### config.mk
export PLATFORM = sky130hd
export DESIGN_NAME = ovn_mul
export DESIGN_NICKNAME = d
export VERILOG_FILES = /design/src/sv/octave_value_noise_2d_unit_defines.svh /design/src/sv/ovn_pkg.sv /design/src/sv/ovn_mul.sv
export SDC_FILE = /design/constraint.sdc
export NUM_CORES = 2
export LEC_CHECK = 0
export ABC_AREA = 0
export ABC_CLOCK_PERIOD_IN_PS = 7800
export BUFFER_PORTS_ARGS = -buffer_cell sky130_fd_sc_hd__buf_2
export CAP_MARGIN = 25
export CORE_MARGIN = 4
export CORE_UTILIZATION = 25
export DETAILED_ROUTE_END_ITERATION = 12
export GPL_TIMING_DRIVEN = 0
export PLACE_DENSITY = 0.43
export RECOVER_POWER = 50
export SLEW_MARGIN = 20
export SYNTH_ARGS = -nofsm -noshare
export SYNTH_HDL_FRONTEND = slang
export SYNTH_SLANG_ARGS = --single-unit
### constraint.sdc
create_clock -name clk -period 7.8 [get_ports clk]
set_clock_uncertainty 0.05 [all_clocks]
set_input_delay 0.78 -clock clk [delete_from_list [all_inputs] [get_ports clk]]
set_output_delay 0.78 -clock clk [all_outputs]
set_load 0.01 [all_outputs]
### src/sv/octave_value_noise_2d_unit_defines.svh
// assertion macros shared by the block
`ifndef OCTAVE_VALUE_NOISE_2D_UNIT_DEFINES_SVH
`define OCTAVE_VALUE_NOISE_2D_UNIT_DEFINES_SVH

// condition must hold in the same cycle
`define OVN_ASSERT_NOW(label, cond, expr) \
    label: assert property (@(posedge clk) disable iff (!rst_n) (cond) |-> (expr)) \
        else $error("ovn check failed");

// condition must hold in the following cycle
`define OVN_ASSERT_NEXT(label, cond, expr) \
    label: assert property (@(posedge clk) disable iff (!rst_n) (cond) |=> (expr)) \
        else $error("ovn check failed");

`endif

### src/sv/ovn_pkg.sv
package ovn_pkg;

    // defaults for the top level parameters
    localparam int unsigned DEF_MAX_OCTAVES    = 8;
    localparam int unsigned DEF_COS_TABLE_BITS = 10;

    // field and datapath widths
    localparam int unsigned COORD_W     = 32;
    localparam int unsigned NOISE_W     = 16;
    localparam int unsigned PERSIST_W   = 16;
    localparam int unsigned COUNT_W     = 4;
    localparam int unsigned CFG_DATA_W  = 16;
    localparam int unsigned CFG_INDEX_W = 1;
    localparam int unsigned SCALE_W     = 48;
    localparam int unsigned FRAC_W      = 16;
    localparam int unsigned SMOOTH_W    = 36;
    localparam int unsigned DIFF_W      = 37;
    localparam int unsigned LO_W        = 20;
    localparam int unsigned PART_W      = 37;
    localparam int unsigned PROD_W      = 56;
    localparam int unsigned FADE_W      = 17;
    localparam int unsigned QUOT_W      = 16;
    localparam int unsigned OPER_W      = 33;
    localparam int unsigned MUL_W       = 66;

    // register indexes
    localparam logic [CFG_INDEX_W-1:0] CFG_PERSISTENCE  = 1'b0;
    localparam logic [CFG_INDEX_W-1:0] CFG_OCTAVE_COUNT = 1'b1;

    // register reset values
    localparam logic [PERSIST_W-1:0] PERSIST_RESET = 16'd16384;
    localparam logic [COUNT_W-1:0]   COUNT_RESET   = 4'd4;

    // 1.0 in Q1.15
    localparam logic [15:0] ONE_Q15 = 16'd32768;

    // lattice hash constants
    localparam logic [31:0] HASH_C1   = 32'd15731;
    localparam logic [31:0] HASH_C2   = 32'd789221;
    localparam logic [31:0] HASH_C3   = 32'd1376312589;
    localparam logic [31:0] HASH_MASK = 32'h7fffffff;
    localparam logic [31:0] HASH_BIAS = 32'h40000000;

    typedef enum logic [4:0] {
        ST_IDLE,
        ST_OCT_INIT,
        ST_H_N,
        ST_H_M1,
        ST_H_M2,
        ST_H_M3,
        ST_H_ACC,
        ST_BL_DIFF,
        ST_BL_LO,
        ST_BL_HI,
        ST_BL_SUM,
        ST_WT_LOAD,
        ST_WT_LO,
        ST_WT_HI,
        ST_WT_SUM,
        ST_W_MUL,
        ST_W_UPD,
        ST_DIV_START,
        ST_DIV_WAIT,
        ST_FINISH
    } state_t;

    typedef enum logic [1:0] {
        BL_X0,
        BL_X1,
        BL_Y
    } blend_sel_t;

    typedef struct packed {
        logic busy;
        logic done;
    } div_status_t;

    // absolute value of a coordinate, most negative saturates
    function automatic logic [30:0] abs_coord(input logic [31:0] v);
        logic [31:0] neg;
        neg = ~v + 32'd1;
        if (v == 32'h80000000)
            return 31'h7fffffff;
        else if (v[31])
            return neg[30:0];
        else
            return v[30:0];
    endfunction

    // one entry of the (1-cos(pi t))/2 table, Taylor series of sin in Q2.30
    function automatic logic [FADE_W-1:0] fade_entry(input int unsigned k,
                                                     input int unsigned bits);
        logic [63:0]        x;
        logic [63:0]        x2;
        logic [63:0]        term;
        logic [63:0]        f;
        logic signed [63:0] s;
        int unsigned        j;
        x    = (64'd1686629713 * 64'(k)) >> bits;
        x2   = (x * x) >> 30;
        term = x;
        s    = signed'(x);
        for (j = 1; j <= 10; j++)
        begin
            term = ((term * x2) >> 30) / 64'((2 * j) * (2 * j + 1));
            if ((j & 1) != 0)
                s = s - signed'(term);
            else
                s = s + signed'(term);
        end
        if (s < 0)
            s = 0;
        f = (unsigned'(s) * unsigned'(s)) >> 30;
        return FADE_W'((f + 64'd8192) >> 14);
    endfunction

endpackage

### src/sv/ovn_mul.sv
module ovn_mul (
    input  logic                                   clk,
    input  logic signed [ovn_pkg::OPER_W-1:0]      a,
    input  logic signed [ovn_pkg::OPER_W-1:0]      b,
    output logic signed [ovn_pkg::MUL_W-1:0]       prod_reg
);
    import ovn_pkg::*;

    // shared signed multiplier with registered product
    always_ff @(posedge clk)
    begin
        prod_reg <= a * b;
    end

endmodule

-- Word level (Yosys, flattened, before mapping)
Index checks and enable logic that the tools add are counted.
- input port bits: 67
- bits in registers: 66
- word-level logic and storage cells: 2
- $mul: 1
- operator list (cell ; count):
    $mul 33x33->66 ; 1

-- Longest topological paths before layout
- depth in word-level cells: 1
- depth in mapped cells: 27
- mapped depth without buffers: 26

-- Worst setup path after synthesis
OpenSTA, ideal clock, no wires.
- path type: in2reg
- start: input port a[32] (netlist name)
- end: register prod_reg[62] (netlist name)
- stages: 23
- slack: -266 ps
- arrival: 7937 ps
- setup time: 79 ps
- path buffers: 2
- cells stage by stage: clkbuf_1 nand2_1 inv_1 fa_1 fa_1 fa_1 fa_1 fa_1 fa_1 fa_1 inv_1 fa_1 inv_1 ha_1 clkbuf_1 and3_1 nand3_1 nand2b_1 a2111oi_4 a211oi_4 a21o_2 a21o_1 a211oi_2
- word-level cells in the longest chain between the ends: 1
- ends and longest elaborated chain (item ; RTL line ; text):
    start, declared ; ovn_mul.sv:3 ; input logic signed [ovn_pkg::OPER_W-1:0] a,
    $mul 33x33->66 ; ovn_mul.sv:12 ; prod_reg <= a * b;
    end signal, assigned ; ovn_mul.sv:12 ;
    end, declared ; ovn_mul.sv:5 ; output logic signed [ovn_pkg::MUL_W-1:0] prod_reg
Every way passes these cells.

-- Worst setup path in the final report
Ends and elaborated chain as after synthesis.

==> results.txt <==
Pre-Repair DR Iteration Count -> 6
H-tree lvl count -> 3
vias per cell -> 4.501
Slowest-stage cell, CP -> fa_2
layout cell share with drive strength beyond 1 -> 0.1302
initial antenna violation count -> 51
Synth async-reset ratio -> 0
first-pass GRT wire length -> 245,400 µm
Critical Path AT -> 8050 ps
max incr delay on CP -> 630 ps
GPL Wtd Cong -> 0.9653
max cap viols -> 0
met2 Track Usage GR -> 0.3213
synthesized instance count -> 4,338
Least-Margin Pin Slew -> 917.0 ps
most used standard cell by instance count after synthesis -> fa_1
Remaining DRCs -> 0
pin count of the biggest net entering global routing -> 27
TritonCTS clock tree -> built
fin util -> 0.2981
vias in the first global route -> 33,226
post-route minimum period -> 7753 ps
critical path capture point type -> register
Wirelength per Cell -> 25.21 µm
Achievable Freq -> 129.0 MHz
final HPWL from detailed placement -> 145,500 µm
CTS sink count -> 66
post-synthesis xor/xnor area fraction -> 0.01462
Die Y -> 411.7 µm
Layout Nets -> 5,996
root buf cell -> clkbuf_16
EDFF count, synth -> 0
total grt overflow -> 0
final antenna-violating net count -> 0
Syn Area/Cell -> 9.390 µm²
Mapped Area -> 40,730 µm²
Synth area leaders -> fa_1, inv_1, and2_1
crit-path max FO -> 6
total routing usage reported by global routing -> 0.2056
register area share after synthesis -> 0.03244
TritonCTS Buffers -> 9
final hold vios -> 0
RSZ-0062 raised after global routing -> yes
Synth cell types -> 80
post-synthesis mux area share -> 0
GRT busiest layer -> met2
critical path class -> in -> reg
Yosys warning count -> 0
CP startpoint kind -> input port
type of the most critical hold path -> in -> reg
cell mode on critical path -> fa_1
Post-Synth Adder-Cell Area -> 0.6294
IO Count -> 133
met3 usage -> 0.04420
CP required -> 8090 ps
die area -> 169,500 µm²
grt met1 use -> 0.2786
Post-synth top cells -> fa_1, inv_1, and2_1, nand2_1, ha_1
Most used DFF post-synth -> dfxtp_1
Vias -> 30,419
Synth Area in Compound Gates -> 0.04067
Synth top area share -> 0.5627
DIE WIDTH -> 411.7 µm
Worst-path clk slew -> 60 ps
Post-Route WL -> 170,400 µm
Initial Utilization -> 0.2525
Final period util -> 0.9939
number of cells on the worst hold path -> 2
Synthesized Nets -> 5,767
Row Count -> 147
synthesis-to-layout area growth -> 18.04%
worst-case clock buffer depth -> 2
port bufs -> 132
CTS Hold Bufs -> 0
starting DRC count in detailed routing -> 2,268
Simple-Gate Fraction of Synth Area -> 0.1578
core area -> 161,300 µm²
Yosys top cell by area -> fa_1
flops & latches, synth -> 66
Slew HR -> 0.3887
status -> finished clean
Slew Limit Fails -> 0
main combinational cell family by area after synthesis -> adder cells
setup violators final -> 0
Largest register FFs -> 66
==> stage by stage <==
stage	hold WS [ps]	setup TNS, ps	cell area [µm²]	instances	worst slack, ps
5_1_grt	722.5	-273.1	48020	6733	-118.4
2_1_floorplan	857.3	0	40740	4338	12.22
3_3_place_gp	1127	-73800	44100	6630	-3035
4_1_cts	700.3	-35.20	46830	6693	-14.40
6_report	726.3	0	48080	6758	47.32
3_5_place_dp	1123	-66000	44280	6643	-2665
==> layout by cell type (no fill, tap or decap), types with 43 or more instances in the layout <==
cell	n
and2_1	553
buf_6	47
fa_2	45
inv_1	1105
nor2_1	60
clkbuf_4	52
a21oi_1	44
ha_1	189
buf_4	104
nand2_1	540
fa_1	1100
buf_2	54
dfxtp_1	66
clkbuf_1	69
xnor2_1	43
==> layer usage <==
metal	up-vias	wire length, µm
met5	-	34
met1	16274	73110
met3	214	12710
li1	12869	-
met2	1056	77800
met4	6	6736
==> area by class of cell <==
class                      instances  area [µm²]
clock buffer                      13       260.3
antenna                           27       67.56
fill                           17242      113200
inverter                        1131        4257
buffer                           208        2325
timing repair buffer             231        1838
tap                             2160        2703
clock inverter                     2       60.06
multi-input combinational       2920       35250
sequential                        66        1321
==> logic make-up after synthesis <==
| group | Yosys count |
|---|---|
| XOR/XNOR | 68 |
| buffers and inverters | 1352 |
| flip-flops | 66 |
| adder cells (fa/ha/maj) | 1362 |
| AND/OR/NAND/NOR | 1271 |
| AO/OA/AOI/OAI | 219 |
==> worst paths after layout <==
| check | to | from | slack, ps |
|---|---|---|---|
| max | prod_reg[62] | a[32] | 50 |
| min | prod_reg[0] | a[0] | 730 |
==> worst max-delay path, delay by kind of cell <==
kind	cells	cell delay (ps)
adder cells (fa/ha/maj)	9	4530
AND/OR/NAND/NOR	4	740
buffers and inverters	7	830
AO/OA/AOI/OAI	5	1080
==> repair_timing <==
item                                    CTS  global route
setup buffers                            42            44
resized for setup                       540           402
pin swaps                                58           134
gates cloned                              1             1
endpoints found under the setup margin   43            28
Power is not shown: default switching activity piles up to over one toggle a cycle in this logic, so the estimate is an artifact.
