### src/sv/octave_value_noise_2d_unit_defines.svh
// assertion macros shared by the block
`ifndef OCTAVE_VALUE_NOISE_2D_UNIT_DEFINES_SVH
`define OCTAVE_VALUE_NOISE_2D_UNIT_DEFINES_SVH

// condition must hold in the same cycle
`define OVN_ASSERT_NOW(label, cond, expr) \
    label: assert property (@(posedge clk) disable iff (!rst_n) (cond) |-> (expr)) \
        else $error("ovn check failed");

// condition must hold in the following cycle
`define OVN_ASSERT_NEXT(label, cond, expr) \
    label: assert property (@(posedge clk) disable iff (!rst_n) (cond) |=> (expr)) \
        else $error("ovn check failed");

`endif

### src/sv/ovn_pkg.sv
package ovn_pkg;

    // defaults for the top level parameters
    localparam int unsigned DEF_MAX_OCTAVES    = 8;
    localparam int unsigned DEF_COS_TABLE_BITS = 10;

    // field and datapath widths
    localparam int unsigned COORD_W     = 32;
    localparam int unsigned NOISE_W     = 16;
    localparam int unsigned PERSIST_W   = 16;
    localparam int unsigned COUNT_W     = 4;
    localparam int unsigned CFG_DATA_W  = 16;
    localparam int unsigned CFG_INDEX_W = 1;
    localparam int unsigned SCALE_W     = 48;
    localparam int unsigned FRAC_W      = 16;
    localparam int unsigned SMOOTH_W    = 36;
    localparam int unsigned DIFF_W      = 37;
    localparam int unsigned LO_W        = 20;
    localparam int unsigned PART_W      = 37;
    localparam int unsigned PROD_W      = 56;
    localparam int unsigned FADE_W      = 17;
    localparam int unsigned QUOT_W      = 16;
    localparam int unsigned OPER_W      = 33;
    localparam int unsigned MUL_W       = 66;

    // register indexes
    localparam logic [CFG_INDEX_W-1:0] CFG_PERSISTENCE  = 1'b0;
    localparam logic [CFG_INDEX_W-1:0] CFG_OCTAVE_COUNT = 1'b1;

    // register reset values
    localparam logic [PERSIST_W-1:0] PERSIST_RESET = 16'd16384;
    localparam logic [COUNT_W-1:0]   COUNT_RESET   = 4'd4;

    // 1.0 in Q1.15
    localparam logic [15:0] ONE_Q15 = 16'd32768;

    // lattice hash constants
    localparam logic [31:0] HASH_C1   = 32'd15731;
    localparam logic [31:0] HASH_C2   = 32'd789221;
    localparam logic [31:0] HASH_C3   = 32'd1376312589;
    localparam logic [31:0] HASH_MASK = 32'h7fffffff;
    localparam logic [31:0] HASH_BIAS = 32'h40000000;

    typedef enum logic [4:0] {
        ST_IDLE,
        ST_OCT_INIT,
        ST_H_N,
        ST_H_M1,
        ST_H_M2,
        ST_H_M3,
        ST_H_ACC,
        ST_BL_DIFF,
        ST_BL_LO,
        ST_BL_HI,
        ST_BL_SUM,
        ST_WT_LOAD,
        ST_WT_LO,
        ST_WT_HI,
        ST_WT_SUM,
        ST_W_MUL,
        ST_W_UPD,
        ST_DIV_START,
        ST_DIV_WAIT,
        ST_FINISH
    } state_t;

    typedef enum logic [1:0] {
        BL_X0,
        BL_X1,
        BL_Y
    } blend_sel_t;

    typedef struct packed {
        logic busy;
        logic done;
    } div_status_t;

    // absolute value of a coordinate, most negative saturates
    function automatic logic [30:0] abs_coord(input logic [31:0] v);
        logic [31:0] neg;
        neg = ~v + 32'd1;
        if (v == 32'h80000000)
            return 31'h7fffffff;
        else if (v[31])
            return neg[30:0];
        else
            return v[30:0];
    endfunction

    // one entry of the (1-cos(pi t))/2 table, Taylor series of sin in Q2.30
    function automatic logic [FADE_W-1:0] fade_entry(input int unsigned k,
                                                     input int unsigned bits);
        logic [63:0]        x;
        logic [63:0]        x2;
        logic [63:0]        term;
        logic [63:0]        f;
        logic signed [63:0] s;
        int unsigned        j;
        x    = (64'd1686629713 * 64'(k)) >> bits;
        x2   = (x * x) >> 30;
        term = x;
        s    = signed'(x);
        for (j = 1; j <= 10; j++)
        begin
            term = ((term * x2) >> 30) / 64'((2 * j) * (2 * j + 1));
            if ((j & 1) != 0)
                s = s - signed'(term);
            else
                s = s + signed'(term);
        end
        if (s < 0)
            s = 0;
        f = (unsigned'(s) * unsigned'(s)) >> 30;
        return FADE_W'((f + 64'd8192) >> 14);
    endfunction

endpackage

### src/sv/ovn_div.sv
module ovn_div #(
    parameter int unsigned W = 64
) (
    input  logic                          clk,
    input  logic                          rst_n,
    input  logic                          start,
    input  logic [W-1:0]                  num,
    input  logic [W-1:0]                  den,
    output ovn_pkg::div_status_t          status,
    output logic [ovn_pkg::QUOT_W-1:0]    quotient
);
    import ovn_pkg::*;

    localparam int unsigned STEP_W = $clog2(QUOT_W);

    logic [W-1:0]      rem_reg;
    logic [W-1:0]      den_reg;
    logic [QUOT_W-1:0] quot_reg;
    logic [STEP_W-1:0] step_reg;
    logic              busy_reg;
    logic              done_reg;
    logic              ge;

    assign ge = rem_reg >= den_reg;

    // step counter and status
    always_ff @(posedge clk or negedge rst_n)
    begin
        if (!rst_n)
        begin
            busy_reg <= 1'b0;
            done_reg <= 1'b0;
            step_reg <= '0;
        end
        else
        begin
            done_reg <= 1'b0;
            if (start)
            begin
                busy_reg <= 1'b1;
                step_reg <= '0;
            end
            else if (busy_reg)
            begin
                step_reg <= step_reg + 1'b1;
                if (step_reg == STEP_W'(QUOT_W - 1))
                begin
                    busy_reg <= 1'b0;
                    done_reg <= 1'b1;
                end
            end
        end
    end

    // restoring division, one quotient bit per cycle
    always_ff @(posedge clk)
    begin
        if (start)
        begin
            rem_reg <= num;
            den_reg <= den << (QUOT_W - 1);
        end
        else if (busy_reg)
        begin
            if (ge)
                rem_reg <= rem_reg - den_reg;
            quot_reg <= {quot_reg[QUOT_W-2:0], ge};
            den_reg  <= den_reg >> 1;
        end
    end

    assign status.busy = busy_reg;
    assign status.done = done_reg;
    assign quotient    = quot_reg;

endmodule

### config.mk
export PLATFORM = sky130hd
export DESIGN_NAME = ovn_div
export DESIGN_NICKNAME = d
export VERILOG_FILES = /design/src/sv/octave_value_noise_2d_unit_defines.svh /design/src/sv/ovn_pkg.sv /design/src/sv/ovn_div.sv
export SDC_FILE = /design/constraint.sdc
export NUM_CORES = 1
export LEC_CHECK = 0
export BUFFER_PORTS_ARGS = -buffer_cell sky130_fd_sc_hd__buf_4
export CORE_ASPECT_RATIO = 0.8
export CORE_MARGIN = 5
export CORE_UTILIZATION = 40
export CTS_BUF_LIST = sky130_fd_sc_hd__clkbuf_8
export CTS_CLUSTER_DIAMETER = 150
export DETAILED_ROUTE_END_ITERATION = 8
export SYNTH_ARGS = -nofsm -noshare
export SYNTH_HDL_FRONTEND = slang
export SYNTH_SLANG_ARGS = --single-unit
### constraint.sdc
create_clock -name clk -period 9.2 [get_ports clk]
set_input_delay 0 -clock clk [delete_from_list [all_inputs] [get_ports clk]]
set_output_delay 0 -clock clk [all_outputs]
set_load 0.02 [all_outputs]
# --- Yosys cells after proc, flatten, opt, wreduce, memory -nomap -nowiden ---
# Index checks and enable logic that the tools add are counted.
totals:
  regBits: 150
  input_bits: 131
  out_inout_bits: 18
  elab_cells: 29
classes:
  addsub: 2
  order_cmp: 1
  n_eq_ne: 1
  mux: 13
  bitwise: 1
  reduce_logical: 4
op_table:
  columns: ["cell", "count"]
  rows:
  - ["$mux W64", 5]
  - ["$ge A64 B64 Y1", 1]
  - ["$sub A64 B64 Y64", 1]
  - ["$mux W4", 2]
  - ["$mux W1", 6]
  - ["$add A4 B1 Y4 const B", 1]
  - ["$eq A4 B4 Y1 const B", 1]
  - ["$reduce_and A2 Y1", 2]
  - ["$reduce_bool A2 Y1", 2]
  - ["$not A1 Y1", 1]

# --- Logic depth before layout (Yosys ltp) ---
depth:
  ltp_word: 4
  depth_mapped: 13
  mapped_depth_nobuf: 13

# --- Worst setup path before layout ---
# No wires, ideal clock.
synth_path:
  path_kind: "register to register"
  start: "reg rem_reg[25]"
  end: "reg rem_reg[0], enable pin"
  setup_ns: 0.421
  t_arrival_ns: 3.649
  t_required_ns: 8.779
  setup_slack_ns: 5.131
  stages_incl_launch_ff: 12
  path_buffers: 1
  synth_period_minus_slack_ns: 4.069
  path_cell_list: "edfxtp_1 ha_1 clkbuf_1 nand4_1 or2_1 nor4_1 a21boi_1 nor3_1 a21oi_1 o31ai_1 a31oi_1 a21o_1"
synth_between:
  elab_chain_cells: 3
synth_lines:
  columns: ["element", "line", "rtl"]
  rows:
  - ["from (decl)", "ovn_div.sv:16", "logic [W-1:0] rem_reg;"]
  - ["from (signal assigned)", "ovn_div.sv:60", "rem_reg <= num;"]
  - ["from (signal assigned)", "ovn_div.sv:66", "rem_reg <= rem_reg - den_reg;"]
  - ["$ge A64 B64 Y1", "ovn_div.sv:24", "assign ge = rem_reg >= den_reg;"]
  - ["via ge", "ovn_div.sv:22", "logic ge;"]
  - ["$reduce_bool A2 Y1 (no line)", null, null]
  - ["$reduce_and A2 Y1 (no line)", null, null]
# The timed path passes the listed nets, and every way through them passes these cells.
# A chain may end at the register's enable or synchronous reset.

# --- Final worst setup path ---
layout_path:
  start: "reg den_reg[8]"
  end: "reg rem_reg[53] (data pin)"
layout_between:
  elab_chain_cells: 4
layout_lines:
  columns: ["element", "line", "rtl"]
  rows:
  - ["from (decl)", "ovn_div.sv:17", "logic [W-1:0] den_reg;"]
  - ["from (signal assigned)", "ovn_div.sv:61", "den_reg <= den << (QUOT_W - 1);"]
  - ["from (signal assigned)", "ovn_div.sv:68", "den_reg <= den_reg >> 1;"]
  - ["$sub A64 B64 Y64", "ovn_div.sv:66", null]
  - ["$mux W64", "ovn_div.sv:65", "if (ge)"]
  - ["$mux W64", "ovn_div.sv:63", "else if (busy_reg)"]
  - ["$mux W64", "ovn_div.sv:58", "if (start)"]
# Every way passes these cells. The select of a mux whose other input is x is not followed.

==> impl_metrics.yaml <==
routing:
  post-route-drc-count: 0
  avgViaCountPerCell: 5.211
  drtAntennaViolNets: 0
  drt_wl_total_um: 28510
  wl_per_cell_um: 16.21
  drtIter0Drc: 538
  first_pass_iters: 5
  vias: 9166
layout:
  finalNetCount: 1586
  area_delta_synth_final_pct: 25.62
  drive_gt1_share_pct: 14.05
  diodes: 0
  fin_cells: 1759
sta:
  fmax_ghz: 0.2259
  setup-tns-final_ps: 0
  fin_crit_sh_pct: 48.13
  setup_viol: 0
  relSlewSlack_pct: 31.32
  fin_crit_ps: 4428
  skew_ps: 24.60
  maxSlewViolCount: 0
  hold_violations: 0
  rsz0062_at_grt: "false"
  hold_slack_ps: 342.7
  worst_pin_slew_ps: 1026
synthesis:
  synth_cell_types: 82
  synth_cells: 1186
  synthesis.area_um2: 10500
  yosysWarnings: 0
  synthesis.nets: 1383
  ys_async_sr_fraction_pct: 4.000
  synth_edf_count: 129
  synth.area.top_cells: "edfxtp_1 37%, ha_1 7.7%, nand2_1 7.6%, o21ai_0 5.8%, a21oi_1 4.0%"
  synth.most_common_cell: "nand2_1"
  syn_area_per_cell_um2: 8.854
  yosysTopAreaCell: "edfxtp_1"
  synth_commonest_cells: "214 x nand2_1, 129 x edfxtp_1, 122 x o21ai_0"
  synthFlopType: "edfxtp_1"
  yosysTopAreaCellShare_pct: 36.89
  yosysSeqAreaShare_pct: 41.18
  ys_ff_latch: 150
grt:
  grt_use_met3_pct: 3.387
  grt_pass1_vias: 8869
  grt_pass1_wl_um: 46000
  grt_max_degree: 98
  antenna_found_initial: 1
  grt_usage_pct: 19.30
  top_usage_layer: "met1"
  grt_overflow: 0
  globalRouteMet2Util_pct: 27.39
  met1_usage_pct: 30.27
clock_network:
  htreeDepth: 4
  numClockSinks: 150
  hold_buffers: 119
  cts_tree: "yes"
  cts_resized: 0
  root_buffer: "clkbuf_8"
  cts_setup_buffers: 0
  clkLatencyLatePin_ps: 480
  cts_made_buffers: 17
  clk_pin_slew_ps: 100
  clock_path_buffers: 2
floorplan:
  start_util_pct: 40.29
  die_h_um: 154.9
  core.rowCount: 53
  fp.dieW_um: 191.2
  top_level_ports: 149
  coreArea_um2: 26060
  die-area_um2: 29610
power:
  p_comb_share_pct: 56.7
  net-switching-power_mw: 1.640
  p_sw_share_pct: 43.01
  cellPowerDensity_nw_per_um2: 289.1
  worst_ir_drop_vdd_v: 0.0001047
  leakage_nw: 5.634
  seqPwrFrac_pct: 28.3
  power.share.clock_pct: 15.0
  intPower_mw: 2.173
critical_path:
  cpLargestDelayFamily: "compound AO/OA/AOI/OAI gates"
  crit_buf_inv: 2
  reg2reg_depth: 12
  path_common_cell: "o21ai_1"
  crit_path_end_kind: "flip-flop"
  slowest_stage: "a21oi_1"
  path_class: "flip-flop to flip-flop"
  crit_arrival_ps: 4660
  cp.depth: 12
  crit_chain: "inv_1, ha_1, a21oi_1, o21ai_1, a221oi_1, nand3_1, a21oi_1, o21ai_1, a31oi_2, xor2_1, o21ai_1, dlygate4sd3_1"
  critical-path-max-stage-delay_ps: 570
  worstSetupStartpointType: "flip-flop"
  crit_fanout: 5
  crit_required_ps: 9440
placed_design:
  dp_cells: 1608
  gp_congestion: 0.9303
  place_hpwl_um: 20210
  numPortBuffers: 133
min_path:
  hp-class: "input pin to flip-flop"
  holdPathStages: 4
status:
  status: "completed"
job:
  drv_cap: 0
cell usage in the layout (no fill, tap or decap), types with 5 or more instances in the layout:
master | synthesis | routed
a211oi_1 | 10 | 10
a21o_1 | 29 | 28
a21oi_1 | 83 | 83
a31oi_1 | 6 | 6
and3_1 | 7 | 7
buf_4 | 6 | 137
clkbuf_8 | 5 | 17
dfrtp_1 | 6 | 5
dfxtp_1 | 15 | 15
dlygate4sd3_1 | 0 | 119
edfxtp_1 | 129 | 129
ha_1 | 65 | 65
inv_1 | 86 | 86
mux2i_1 | 18 | 18
nand2_1 | 214 | 214
nand2b_1 | 7 | 7
nand3_1 | 17 | 17
nand4_1 | 25 | 25
nor2_1 | 61 | 61
nor3_1 | 18 | 18
nor4_1 | 6 | 6
o211ai_1 | 5 | 5
o21a_1 | 6 | 6
o21ai_0 | 122 | 122
o21ai_1 | 19 | 19
o21bai_1 | 22 | 22
xnor2_1 | 30 | 30
xor2_1 | 23 | 23
routing by layer:
| layer | vias up | share of wire (%) |
|---|---|---|
| li1 | 4633 | - |
| met2 | 243 | 41 |
| met4 | 2 | 1.6 |
| met1 | 4258 | 52 |
| met5 | - | 0.025 |
| met3 | 30 | 5.6 |
worst register-to-register path: cells and delay by family, from the launching register on:
kind / cells / cell delay [ps]
adders and majority gates: 1 / 340
buffers and inverters: 2 / 620
and+or+nand+nor: 1 / 270
xor gates and xnor gates: 1 / 190
AOI/OAI and AO/OA: 7 / 2390
DFF: 1 / 370
area by class of cell:
| type | instances | area (µm²) |
|---|---|---|
| clock inverters | 15 | 202.7 |
| flip-flops and latches | 150 | 4325 |
| multi-input cells | 877 | 5429 |
| clock buffers | 17 | 234.0 |
| inverters | 86 | 322.8 |
| repair buffers | 257 | 2231 |
| well taps | 357 | 446.7 |
| fillers | 2495 | 12870 |
power by group through the flow:
stage	clock (mW)	combinational [mW]	sequential, mW
3_3_place_gp	0	2.08	1.09
4_1_cts	0.590	2.15	1.08
5_1_grt	0.617	2.42	1.10
6_report	0.571	2.16	1.08
3_5_place_dp	0	2.08	1.10
2_1_floorplan	0	1.67	1.09
stage by stage:
stage	total power [mW]	setup slack [ps]	cell area (µm²)	utilization (%)
2_1_floorplan	2.755	5131	10500	-
3_3_place_gp	3.162	4882	11560	44.37
3_5_place_dp	3.177	4767	11560	44.37
4_1_cts	3.816	4743	13190	50.62
5_1_grt	4.130	4483	13190	50.62
6_report	3.813	4772	13190	50.62
cells by family after synthesis:
family	after synthesis	synth area share, %
fa+ha+maj	66	7.935
buf+inv	159	7.161
xor+xnor	53	4.420
simple gates	388	16.59
flops	150	41.18
compound gates	349	20.68
mux	21	2.037
final timing paths:
path / slack (ps) / end / from
worst max-delay path: 4770 / rem_reg[53] / den_reg[8]
worst min-delay path: 340 / den_reg[15] / den[0]
worst max register to register: 4770 / rem_reg[53] / den_reg[8]
worst min register to register: 470 / quotient[15] / quotient[14]
max in group asynchronous: 8490 / busy_reg / rst_n
min in group asynchronous: 470 / done_reg / rst_n
Power figures use the tool's default switching activity.
